### config.mk
export PLATFORM = sky130hd
export DESIGN_NAME = fpa_div_cell
export DESIGN_NICKNAME = d
export VERILOG_FILES = /design/src/rtl/core/fpa_pkg.sv /design/src/rtl/core/fpa_div_cell.sv
export SDC_FILE = /design/constraint.sdc
export NUM_CORES = 1
export LEC_CHECK = 0
export BUFFER_PORTS_ARGS = -buffer_cell sky130_fd_sc_hd__buf_2
export CORE_AREA = 4 4 151 153
export DETAILED_ROUTE_END_ITERATION = 6
export DIE_AREA = 0 0 155 157
export PLACE_DENSITY = 0.72
export SETUP_SLACK_MARGIN = 0.15
export SYNTH_ARGS = -nofsm -noshare
export SYNTH_HDL_FRONTEND = slang
export SYNTH_SLANG_ARGS = --single-unit
### constraint.sdc
create_clock -name clk -period 6.71 [get_ports clk]
set_input_delay 0.3355 -clock clk [delete_from_list [all_inputs] [get_ports clk]]
set_output_delay 0.3355 -clock clk [all_outputs]
set_load 0.03 [all_outputs]
### src/rtl/core/fpa_pkg.sv
// Package for the fixed-point ALU: operation codes, transaction structs and
// the record handed along the divider cell chain. No dependencies.
`timescale 1ns / 1ps
package fpa_pkg;

  localparam int DATA_W    = 32;
  localparam int FRAC_MAX  = 30;
  localparam int FRAC_DEF  = 8;
  localparam int DVD_W     = DATA_W + FRAC_MAX;

  localparam logic [3:0] OP_ADD     = 4'd0;
  localparam logic [3:0] OP_SUB     = 4'd1;
  localparam logic [3:0] OP_MUL     = 4'd2;
  localparam logic [3:0] OP_DIV     = 4'd3;
  localparam logic [3:0] OP_MIN     = 4'd4;
  localparam logic [3:0] OP_MAX     = 4'd5;
  localparam logic [3:0] OP_INC     = 4'd6;
  localparam logic [3:0] OP_DEC     = 4'd7;
  localparam logic [3:0] OP_FROMINT = 4'd8;
  localparam logic [3:0] OP_TOINT   = 4'd9;

  typedef struct packed {
    logic [3:0]               kind;
    logic signed [DATA_W-1:0] a_raw;
    logic signed [DATA_W-1:0] b_raw;
  } in_data_t;

  typedef struct packed {
    logic signed [DATA_W-1:0] result_raw;
    logic                     a_greater;
    logic                     a_less;
    logic                     a_equal;
    logic                     divide_by_zero;
  } out_data_t;

  // one divider cell's record
  typedef struct packed {
    logic              valid;
    logic              is_div;
    logic              neg;
    logic [DATA_W-1:0] res;
    logic [2:0]        flags;
    logic              dz;
    logic [DATA_W-1:0] dvs;
    logic [DATA_W-1:0] rem;
    logic [DATA_W-1:0] quo;
    logic [DVD_W-1:0]  dvd;
  } cell_t;

endpackage

### src/rtl/core/fpa_div_cell.sv
// One restoring-division cell: resolves one quotient bit per transaction and
// hands the record to the next cell. Depends on fpa_pkg.
`timescale 1ns / 1ps
module fpa_div_cell (
  input  logic          clk,
  input  logic          rst_n,
  input  logic          en,
  input  fpa_pkg::cell_t cell_in,
  output fpa_pkg::cell_t cell_out
);
  import fpa_pkg::*;

  cell_t             cell_r;
  cell_t             cell_nxt;
  logic [DATA_W:0]   trial;
  logic              ge;

  always_comb begin
    trial          = {cell_in.rem, cell_in.dvd[DVD_W-1]};
    ge             = trial >= {1'b0, cell_in.dvs};
    cell_nxt       = cell_in;
    cell_nxt.rem   = ge ? DATA_W'(trial - {1'b0, cell_in.dvs}) : trial[DATA_W-1:0];
    cell_nxt.quo   = {cell_in.quo[DATA_W-2:0], ge};
    cell_nxt.dvd   = {cell_in.dvd[DVD_W-2:0], 1'b0};
  end

  always_ff @(posedge clk) begin
    if (!rst_n) begin
      cell_r.valid <= 1'b0;
    end else if (en) begin
      cell_r <= cell_nxt;
    end
  end

  assign cell_out = cell_r;

endmodule

==> impl_results.html, run 1 <==
<table>
<tr><th>Metric</th><th>Value</th></tr>
<tr><th colspan="2">Outcome</th></tr>
<tr><td>Outcome</td><td>complete, no violations</td></tr>
<tr><th colspan="2">Clocking</th></tr>
<tr><td>PostCTS Resize Cnt</td><td>0</td></tr>
<tr><td># clock sinks</td><td>196</td></tr>
<tr><td>Clock network latency to the later pin of the worst-skew pair</td><td>0.43 ns</td></tr>
<tr><td>Hold buffer count at cts</td><td>0</td></tr>
<tr><td>TritonCTS clock tree</td><td>yes</td></tr>
<tr><td>Cell at the root of the clock tree</td><td>sky130_fd_sc_hd__clkbuf_16</td></tr>
<tr><td>CTS buffer count</td><td>17</td></tr>
<tr><td>CTS H-tree lvls</td><td>4</td></tr>
<tr><td>Number of setup buffers added after CTS</td><td>0</td></tr>
<tr><td>CTS Buffer Depth</td><td>2</td></tr>
<tr><td>Clock transition time at the flip-flop clock pins of the worst setup and hold paths</td><td>0.09 ns</td></tr>
<tr><th colspan="2">Floorplan</th></tr>
<tr><td>Number of placement rows</td><td>54</td></tr>
<tr><td>Number of top-level pins</td><td>397</td></tr>
<tr><td>Core area</td><td>21600 µm²</td></tr>
<tr><td>Full die area</td><td>24300 µm²</td></tr>
<tr><td>Vertical die dimension</td><td>157 µm</td></tr>
<tr><td>Die span in x</td><td>155 µm</td></tr>
<tr><td>Initial cell density of the core</td><td>37.7%</td></tr>
<tr><th colspan="2">Timing</th></tr>
<tr><td>Setup repair after global routing missed its margin</td><td>false</td></tr>
<tr><td>Smallest setup slack after layout</td><td>3.33 ns</td></tr>
<tr><td>Final Hold Vio Count</td><td>0</td></tr>
<tr><td>Hold Slack</td><td>0.0707 ns</td></tr>
<tr><td>Number of pins with negative max-slew slack in the final report</td><td>0</td></tr>
<tr><td>Number of setup violations in the final report</td><td>0</td></tr>
<tr><td>Time the final worst path needs with I/O delays and setup</td><td>3.38 ns</td></tr>
<tr><td>Max Freq</td><td>296 MHz</td></tr>
<tr><td>Worst slew margin relative to its limit</td><td>30.6%</td></tr>
<tr><td>Post-route setup TNS</td><td>0 ns</td></tr>
<tr><td>Share of the clock period used by the worst path</td><td>50.3%</td></tr>
<tr><td>Tightest Pin Transition</td><td>1.04 ns</td></tr>
<tr><td>Final worst clock skew</td><td>0 ns</td></tr>
<tr><th colspan="2">Pwr</th></tr>
<tr><td>Reported leakage power</td><td>4.78 nW</td></tr>
<tr><td>Pwr dens</td><td>284 nW/µm²</td></tr>
<tr><td>IR drop worst, VDD</td><td>146 µV</td></tr>
<tr><th colspan="2">Yosys</th></tr>
<tr><td>Fraction of synthesized cell area taken by the top area cell type</td><td>72.1%</td></tr>
<tr><td>Number of library cell types mapped by synthesis</td><td>49</td></tr>
<tr><td>FF+latch count, synth</td><td>196</td></tr>
<tr><td>Prevailing post-synth register cell</td><td>sky130_fd_sc_hd__edfxtp_1</td></tr>
<tr><td>Mean post-synth cell area</td><td>14.9 µm²</td></tr>
<tr><td>Most area-consuming cells after synthesis</td><td>sky130_fd_sc_hd__edfxtp_1, sky130_fd_sc_hd__ha_1, sky130_fd_sc_hd__a21oi_1</td></tr>
<tr><td>Async set-reset flop share out of synthesis</td><td>0%</td></tr>
<tr><td>Warnings from Yosys</td><td>0</td></tr>
<tr><td>Post-synthesis instance area</td><td>8120 µm²</td></tr>
<tr><td>Number of enable-type register cells in the synthesized netlist</td><td>195</td></tr>
<tr><td>Number of nets produced by synthesis</td><td>777</td></tr>
<tr><td>Post-synthesis cell count</td><td>544</td></tr>
<tr><td>Sequential fraction of the synthesis area</td><td>72.4%</td></tr>
<tr><td>Most area-hungry cell type in the Yosys netlist</td><td>sky130_fd_sc_hd__edfxtp_1</td></tr>
<tr><th colspan="2">Flow run</th></tr>
<tr><td># Max-Cap Violations</td><td>0</td></tr>
<tr><th colspan="2">Critical path</th></tr>
<tr><td>Number of buffer and inverter instances along the worst setup path</td><td>2</td></tr>
<tr><td>Worst endpoint required time</td><td>6.89 ns</td></tr>
<tr><td>Startpoint-to-endpoint class of the critical path</td><td>primary input to register</td></tr>
<tr><td>Data arrival time of the critical path</td><td>3.56 ns</td></tr>
<tr><td>Critical-path top delay cell</td><td>sky130_fd_sc_hd__fa_1</td></tr>
<tr><td>CP endpoint kind</td><td>register</td></tr>
<tr><td>Worst-path maximum fanout</td><td>4</td></tr>
<tr><td>Kind of cell adding the most delay to the critical path</td><td>compound AO/OA/AOI/OAI gates</td></tr>
<tr><td>Most frequent CP cell</td><td>sky130_fd_sc_hd__a21oi_1</td></tr>
<tr><td>Type of element launching the critical path</td><td>primary input</td></tr>
<tr><td>Largest incremental delay on the critical path</td><td>0.42 ns</td></tr>
<tr><td>Critical Path, Cell by Cell</td><td>buf_2, inv_1, ha_1, fa_1, nand2b_1, a21oi_1, o21ai_0, o311a_1, a31oi_1, a21oi_1, o41ai_1, xor2_1, mux2_1</td></tr>
<tr><th colspan="2">Layout</th></tr>
<tr><td>Area of all sequential standard cells</td><td>5880 µm²</td></tr>
<tr><td>Final Core Density</td><td>51.0%</td></tr>
<tr><td>Count of fill cells added during filler insertion</td><td>1901</td></tr>
<tr><td>Largest register FFs</td><td>196</td></tr>
<tr><td>Area of the multi-input gates</td><td>2010 µm²</td></tr>
<tr><td>Share of post-route cells with drive strength above 1</td><td>46.1%</td></tr>
<tr><td>Layout Nets</td><td>1176</td></tr>
<tr><td>Number of diodes</td><td>0</td></tr>
<tr><td>Area growth from synthesis to layout</td><td>35.5%</td></tr>
<tr><th colspan="2">Route</th></tr>
<tr><td>Avg WL per Cell</td><td>20.5 µm</td></tr>
<tr><td>Number of iterations in the first detailed-routing pass</td><td>5</td></tr>
<tr><td>Total wirelength of the detailed-routed design</td><td>25400 µm</td></tr>
<tr><td>Vias after detailed routing</td><td>5919</td></tr>
<tr><td>Detailed Route Iter0 Violations</td><td>337</td></tr>
<tr><td>Post-route DRC</td><td>0</td></tr>
<tr><td>Via-per-instance ratio</td><td>4.79</td></tr>
<tr><td>ANT nets after route</td><td>0</td></tr>
<tr><th colspan="2">Place</th></tr>
<tr><td>Placed wire-length estimate</td><td>20100 µm</td></tr>
<tr><td>Buffers on Ports</td><td>394</td></tr>
<tr><td>Pre-CTS setup slack</td><td>2.96 ns</td></tr>
<tr><td>Final GP Congestion</td><td>0.862</td></tr>
<tr><th colspan="2">Hold path</th></tr>
<tr><td>Hold WC Path Type</td><td>primary input to register</td></tr>
<tr><th colspan="2">Global routing</th></tr>
<tr><td>Remaining global-route overflow</td><td>0</td></tr>
<tr><td>GR Util All Layers</td><td>19.6%</td></tr>
<tr><td>Pin count of the biggest net entering global routing</td><td>81</td></tr>
<tr><td>Antenna violations before repair</td><td>3</td></tr>
<tr><td>First-pass GRT wire length</td><td>35400 µm</td></tr>
<tr><td>Number of global-route vias before repair</td><td>5814</td></tr>
</table>
-- power breakdown --
part	switching, mW	internal, mW
registers	0.0203	1.46
logic	0.406	0.196
clock network	0.534	0.516
-- per-stage QoR --
stage	power (mW)	instance area (µm²)	cells
6_report	3.13	11000	1236
5_1_grt	3.26	11000	1236
4_1_cts	3.16	11000	1236
3_5_place_dp	2.11	10400	1204
3_3_place_gp	2.10	10400	1204
2_1_floorplan	1.90	8120	544
-- path summary, 6_finish.rpt --
check	start	to	slack [ns]	depth (start not counted)
worst max-delay path	cell_in[61]	cell_out[124]$_DFFE_PP_	3.33	13
worst min-delay path	cell_in[47]	cell_out[48]$_DFFE_PP_	0.07	1
worst min register to register	cell_out[196]$_SDFFE_PN0P_	cell_out[196]$_SDFFE_PN0P_	0.54	2
worst max register to register	cell_out[196]$_SDFFE_PN0P_	cell_out[196]$_SDFFE_PN0P_	6.10	2
-- layout by cell type, fill, tap and decap left out, drive strengths merged, types with 5 or more instances in the layout --
| cell | instances |
|---|---|
| buf | 398 |
| edfxtp | 195 |
| a21oi | 54 |
| inv | 47 |
| nor2 | 36 |
| ha | 32 |
| nand2 | 27 |
| clkbuf | 17 |
| o21ai | 17 |
| xnor2 | 16 |
| a21o | 12 |
| xor2 | 11 |
| mux2 | 10 |
| nand3 | 8 |
| nand4 | 7 |
| o21a | 6 |
| clkinv | 6 |
| a31oi | 5 |
-- synthesized netlist by cell type (all sizes together) (5+ instances only) --
cell type and count:
nand4 7, o21a 6, mux2 10, buf 12
ha 32, nand3 8, edfxtp 195, a21o 12
inv 38, o21ai 17, a21oi 54, xnor2 16
a31oi 5, clkbuf 6, xor2 11, nand2 27
nor2 36
-- worst reg2reg max path, stage by stage, from the launching register on --
cell and delay, ns:
sky130_fd_sc_hd__dfxtp_1 0.32, sky130_fd_sc_hd__mux2i_1 0.13, sky130_fd_sc_hd__nor2b_1 0.06
-- logic make-up after synthesis --
family	synth area share (%)
other	0.0462
DFF	72.4
xor gates and xnor gates	2.91
and+or+nand+nor	5.73
AOI/OAI and AO/OA	9.06
adders and majority gates	5.18
buffers and inverters	2.91
muxes	1.76
-- layer usage --
| layer | global-route usage, % | wire length (µm) | up-vias |
|---|---|---|---|
| met5 | 0 | 34 | - |
| met4 | 5.89 | 555 | 6 |
| met3 | 7.53 | 2330 | 32 |
| met2 | 33.8 | 12800 | 236 |
| met1 | 22.8 | 9640 | 2806 |
| li1 | - | - | 2839 |
-- layout make-up --
cell class	count	area share, %
inverter	38	1.30
clock inverter	15	1.76
clock buffer	17	3.87
tap	280	3.19
sequential	196	53.4
multi-input combinational	292	18.3
timing repair buffer	398	18.2
Note: power is estimated with default switching activity, not from simulation.
==> run 2: changes to the inputs <==
--- a/config.mk
+++ b/config.mk
@@ -6,10 +6,10 @@
 export NUM_CORES = 1
 export LEC_CHECK = 0
 export BUFFER_PORTS_ARGS = -buffer_cell sky130_fd_sc_hd__buf_2
-export CORE_AREA = 4 4 151 153
+export CORE_AREA = 4 4 153 155
 export DETAILED_ROUTE_END_ITERATION = 6
-export DIE_AREA = 0 0 155 157
-export PLACE_DENSITY = 0.72
+export DIE_AREA = 0 0 157 159
+export PLACE_DENSITY = 0.73
 export SETUP_SLACK_MARGIN = 0.15
 export SYNTH_ARGS = -nofsm -noshare
 export SYNTH_HDL_FRONTEND = slang
==> constraint.sdc (replaced) <==
create_clock -name clk -period 2.8 [get_ports clk]
set_input_delay 0.14 -clock clk [delete_from_list [all_inputs] [get_ports clk]]
set_output_delay 0.14 -clock clk [all_outputs]
set_load 0.03 [all_outputs]
==> impl_results.html, run 2 (same netlist as run 1, synthesis figures left out) <==
<table>
<tr><th>Metric</th><th>Value</th></tr>
<tr><th colspan="2">Clocking</th></tr>
<tr><td>TritonCTS clock tree</td><td>yes (unchanged)</td></tr>
<tr><td># clock sinks</td><td>196 (unchanged)</td></tr>
<tr><td>Cell at the root of the clock tree</td><td>sky130_fd_sc_hd__clkbuf_16 (unchanged)</td></tr>
<tr><td>CTS Buffer Depth</td><td>2 (unchanged)</td></tr>
<tr><td>CTS H-tree lvls</td><td>4 (unchanged)</td></tr>
<tr><td>Clock transition time at the flip-flop clock pins of the worst setup and hold paths</td><td>0.08 ns (was 0.09 ns)</td></tr>
<tr><td>Clock network latency to the later pin of the worst-skew pair</td><td>0.44 ns (was 0.43 ns)</td></tr>
<tr><td>CTS buffer count</td><td>17 (unchanged)</td></tr>
<tr><th colspan="2">Timing</th></tr>
<tr><td>Max Freq</td><td>389 MHz</td></tr>
<tr><td>Time the final worst path needs with I/O delays and setup</td><td>2.57 ns</td></tr>
<tr><td>Tightest Pin Transition</td><td>0.715 ns (was 1.04 ns)</td></tr>
<tr><td>Share of the clock period used by the worst path</td><td>91.8%</td></tr>
<tr><td>Final worst clock skew</td><td>0 ns (unchanged)</td></tr>
<tr><td>Final Hold Vio Count</td><td>0 (unchanged)</td></tr>
<tr><td>Number of setup violations in the final report</td><td>0 (unchanged)</td></tr>
<tr><td>Worst slew margin relative to its limit</td><td>52.4% (was 30.6%)</td></tr>
<tr><td>Number of pins with negative max-slew slack in the final report</td><td>0 (unchanged)</td></tr>
<tr><td>Setup repair after global routing missed its margin</td><td>false (unchanged)</td></tr>
<tr><th colspan="2">Critical path</th></tr>
<tr><td>CP endpoint kind</td><td>register (unchanged)</td></tr>
<tr><td>Data arrival time of the critical path</td><td>2.76 ns (was 3.56 ns)</td></tr>
<tr><td>Startpoint-to-endpoint class of the critical path</td><td>primary input to register (unchanged)</td></tr>
<tr><td>Worst-path maximum fanout</td><td>6 (was 4)</td></tr>
<tr><td>Worst endpoint required time</td><td>2.99 ns (was 6.89 ns)</td></tr>
<tr><td>Type of element launching the critical path</td><td>primary input (unchanged)</td></tr>
<tr><th colspan="2">Pwr</th></tr>
<tr><td>Reported leakage power</td><td>5.68 nW (was 4.78 nW)</td></tr>
<tr><td>Final total power</td><td>7.80 mW (was 3.13 mW)</td></tr>
<tr><td>IR drop worst, VDD</td><td>378 µV (was 146 µV)</td></tr>
<tr><td>Pwr dens</td><td>595 nW/µm² (was 284 nW/µm²)</td></tr>
<tr><th colspan="2">Layout</th></tr>
<tr><td>Cell Count, Final, Fillers Out</td><td>1444 (was 1236)</td></tr>
<tr><td>Layout Nets</td><td>1381 (was 1176)</td></tr>
<tr><td>Most common library cell in the layout ignoring fill and taps</td><td>sky130_fd_sc_hd__buf_2 (unchanged)</td></tr>
<tr><td>Area growth from synthesis to layout</td><td>61.7% (was 35.5%)</td></tr>
<tr><td>Largest register FFs</td><td>196 (unchanged)</td></tr>
<tr><td>Top library cells by usage in the layout, fill and taps aside</td><td>sky130_fd_sc_hd__buf_2, sky130_fd_sc_hd__edfxtp_1, sky130_fd_sc_hd__dlygate4sd3_1, sky130_fd_sc_hd__a21oi_1, sky130_fd_sc_hd__buf_4 (was sky130_fd_sc_hd__buf_2, sky130_fd_sc_hd__edfxtp_1, sky130_fd_sc_hd__a21oi_1, sky130_fd_sc_hd__inv_1, sky130_fd_sc_hd__nor2_1)</td></tr>
<tr><td>Share of post-route cells with drive strength above 1</td><td>43.2% (was 46.1%)</td></tr>
<tr><td>Count of fill cells added during filler insertion</td><td>1717 (was 1901)</td></tr>
<tr><td>Final Core Density</td><td>60.1% (was 51.0%)</td></tr>
<tr><th colspan="2">Floorplan</th></tr>
<tr><td>Vertical die dimension</td><td>159 µm (was 157 µm)</td></tr>
<tr><td>Number of placement rows</td><td>54 (unchanged)</td></tr>
<tr><td>Die span in x</td><td>157 µm (was 155 µm)</td></tr>
<tr><td>Initial cell density of the core</td><td>37.2% (was 37.7%)</td></tr>
<tr><td>Full die area</td><td>25000 µm² (was 24300 µm²)</td></tr>
<tr><td>Core area</td><td>21800 µm² (was 21600 µm²)</td></tr>
<tr><td>Number of top-level pins</td><td>397 (unchanged)</td></tr>
<tr><th colspan="2">Route</th></tr>
<tr><td>Via-per-instance ratio</td><td>4.86 (was 4.79)</td></tr>
<tr><td>Total wirelength of the detailed-routed design</td><td>31000 µm (was 25400 µm)</td></tr>
<tr><td>Vias after detailed routing</td><td>7023 (was 5919)</td></tr>
<tr><td>Detailed Route Iter0 Violations</td><td>476 (was 337)</td></tr>
<tr><td>Avg WL per Cell</td><td>21.5 µm (was 20.5 µm)</td></tr>
<tr><td>ANT nets after route</td><td>0 (unchanged)</td></tr>
<tr><td>Number of iterations in the first detailed-routing pass</td><td>5 (unchanged)</td></tr>
<tr><td>Post-route DRC</td><td>0 (unchanged)</td></tr>
<tr><th colspan="2">Place</th></tr>
<tr><td>Final GP Congestion</td><td>0.894 (was 0.862)</td></tr>
<tr><td>Placed wire-length estimate</td><td>22300 µm (was 20100 µm)</td></tr>
<tr><td>Number of instances in the placed design</td><td>1246 (was 1204)</td></tr>
<tr><td>Buffers on Ports</td><td>394 (unchanged)</td></tr>
<tr><th colspan="2">Global routing</th></tr>
<tr><td>Fraction of met2 tracks used by global routing</td><td>39.4% (was 33.8%)</td></tr>
<tr><td>Met3 capacity usage during global routing</td><td>7.01% (was 7.53%)</td></tr>
<tr><td>Met1 GRT Util</td><td>28.9% (was 22.8%)</td></tr>
<tr><td>GR Util All Layers</td><td>24.0% (was 19.6%)</td></tr>
<tr><td>Remaining global-route overflow</td><td>0 (unchanged)</td></tr>
<tr><td>Antenna violations before repair</td><td>7 (was 3)</td></tr>
<tr><td>GRT busiest layer</td><td>met2 (unchanged)</td></tr>
<tr><td>First-pass GRT wire length</td><td>44600 µm (was 35400 µm)</td></tr>
<tr><td>Number of global-route vias before repair</td><td>7184 (was 5814)</td></tr>
<tr><td>Pin count of the biggest net entering global routing</td><td>68 (was 81)</td></tr>
<tr><th colspan="2">Flow run</th></tr>
<tr><td># Max-Cap Violations</td><td>0 (unchanged)</td></tr>
<tr><th colspan="2">Outcome</th></tr>
<tr><td>Outcome</td><td>complete, no violations (unchanged)</td></tr>
<tr><th colspan="2">Hold path</th></tr>
<tr><td>Hold WC Path Type</td><td>primary input to register (unchanged)</td></tr>
</table>
==> run 2: changes by cell type in the layout (fill, tap and decap cells not counted), sizes merged, moves of 2 or more <==
cell,before,now
buf,398,440
clkinvlp,0,2
diode,0,3
inv,47,43
dlygate4sd3,0,163
==> run 2: power by group <==
part / internal [mW] / switching, mW / total, mW
clock network: 1.20 / 1.27 / 2.47
registers: 3.49 / 0.0599 / 3.55
logic: 0.705 / 1.08 / 1.78
==> run 2: stage by stage <==
stage | setup WS, ns | setup TNS (ns) | hold slack [ns] | area [µm²]
4_1_cts | 0.204 | 0 | 0.00755 | 13100
3_5_place_dp | -0.213 | -4.15 | 0.318 | 10800
6_report | 0.229 | 0 | 0.0233 | 13100
3_3_place_gp | -0.143 | -1.96 | 0.316 | 10800
5_1_grt | 0.150 | 0 | 0.0189 | 13100
2_1_floorplan | 0.0476 | 0 | 0.239 | 8250
==> run 2: worst max-delay path: stages <==
cell and delay (ns):
sky130_fd_sc_hd__dlygate4sd3_1 0.52, sky130_fd_sc_hd__buf_2 0.10, sky130_fd_sc_hd__inv_1 0.04, sky130_fd_sc_hd__ha_1 0.35, sky130_fd_sc_hd__a21o_1 0.22, sky130_fd_sc_hd__a21oi_1 0.14
sky130_fd_sc_hd__nor2b_1 0.08, sky130_fd_sc_hd__nor4_1 0.22, sky130_fd_sc_hd__nor4_1 0.11, sky130_fd_sc_hd__a211oi_1 0.27, sky130_fd_sc_hd__o41ai_2 0.14, sky130_fd_sc_hd__xor2_1 0.16
sky130_fd_sc_hd__mux2_4 0.26
==> run 2: cell type report <==
type | count | area (µm²) | share of cell area, %
antenna | 3 | 7.51 | 0.0572
timing repair buffer | 603 | 4000 | 30.5
tap | 280 | 350 | 2.67
clock buffer | 18 | 429 | 3.27
multi-input combinational | 292 | 2140 | 16.3
inverter | 38 | 150 | 1.14
clock inverter | 14 | 168 | 1.28
sequential | 196 | 5880 | 44.8
==> run 2: path summary, 6_finish.rpt <==
path	from	endpoint	slack, ns	cells past startpoint
hold reg to reg	cell_out[196]$_SDFFE_PN0P_	cell_out[196]$_SDFFE_PN0P_	1.13	3
hold / removal	cell_in[106]	cell_out[107]$_DFFE_PP_	0.02	2
setup reg to reg	cell_out[196]$_SDFFE_PN0P_	cell_out[196]$_SDFFE_PN0P_	1.56	3
setup / recovery	cell_in[149]	cell_out[124]$_DFFE_PP_	0.23	13
==> run 2: repair_timing <==
item / CTS / global route
endpoints found under the setup margin: 0 / 27
hold buffers: 163 / 0
gates resized for setup: 0 / 11
buffers inserted: 0 / 0
hold endpoints to repair: 162 / 0
==> run 2: routing by layer <==
| metal | up-vias | share of wire [%] |
|---|---|---|
| met5 | - | 0.15 |
| li1 | 3246 | - |
| met3 | 81 | 8.3 |
| met2 | 338 | 48 |
| met1 | 3350 | 38 |
| met4 | 8 | 5.0 |
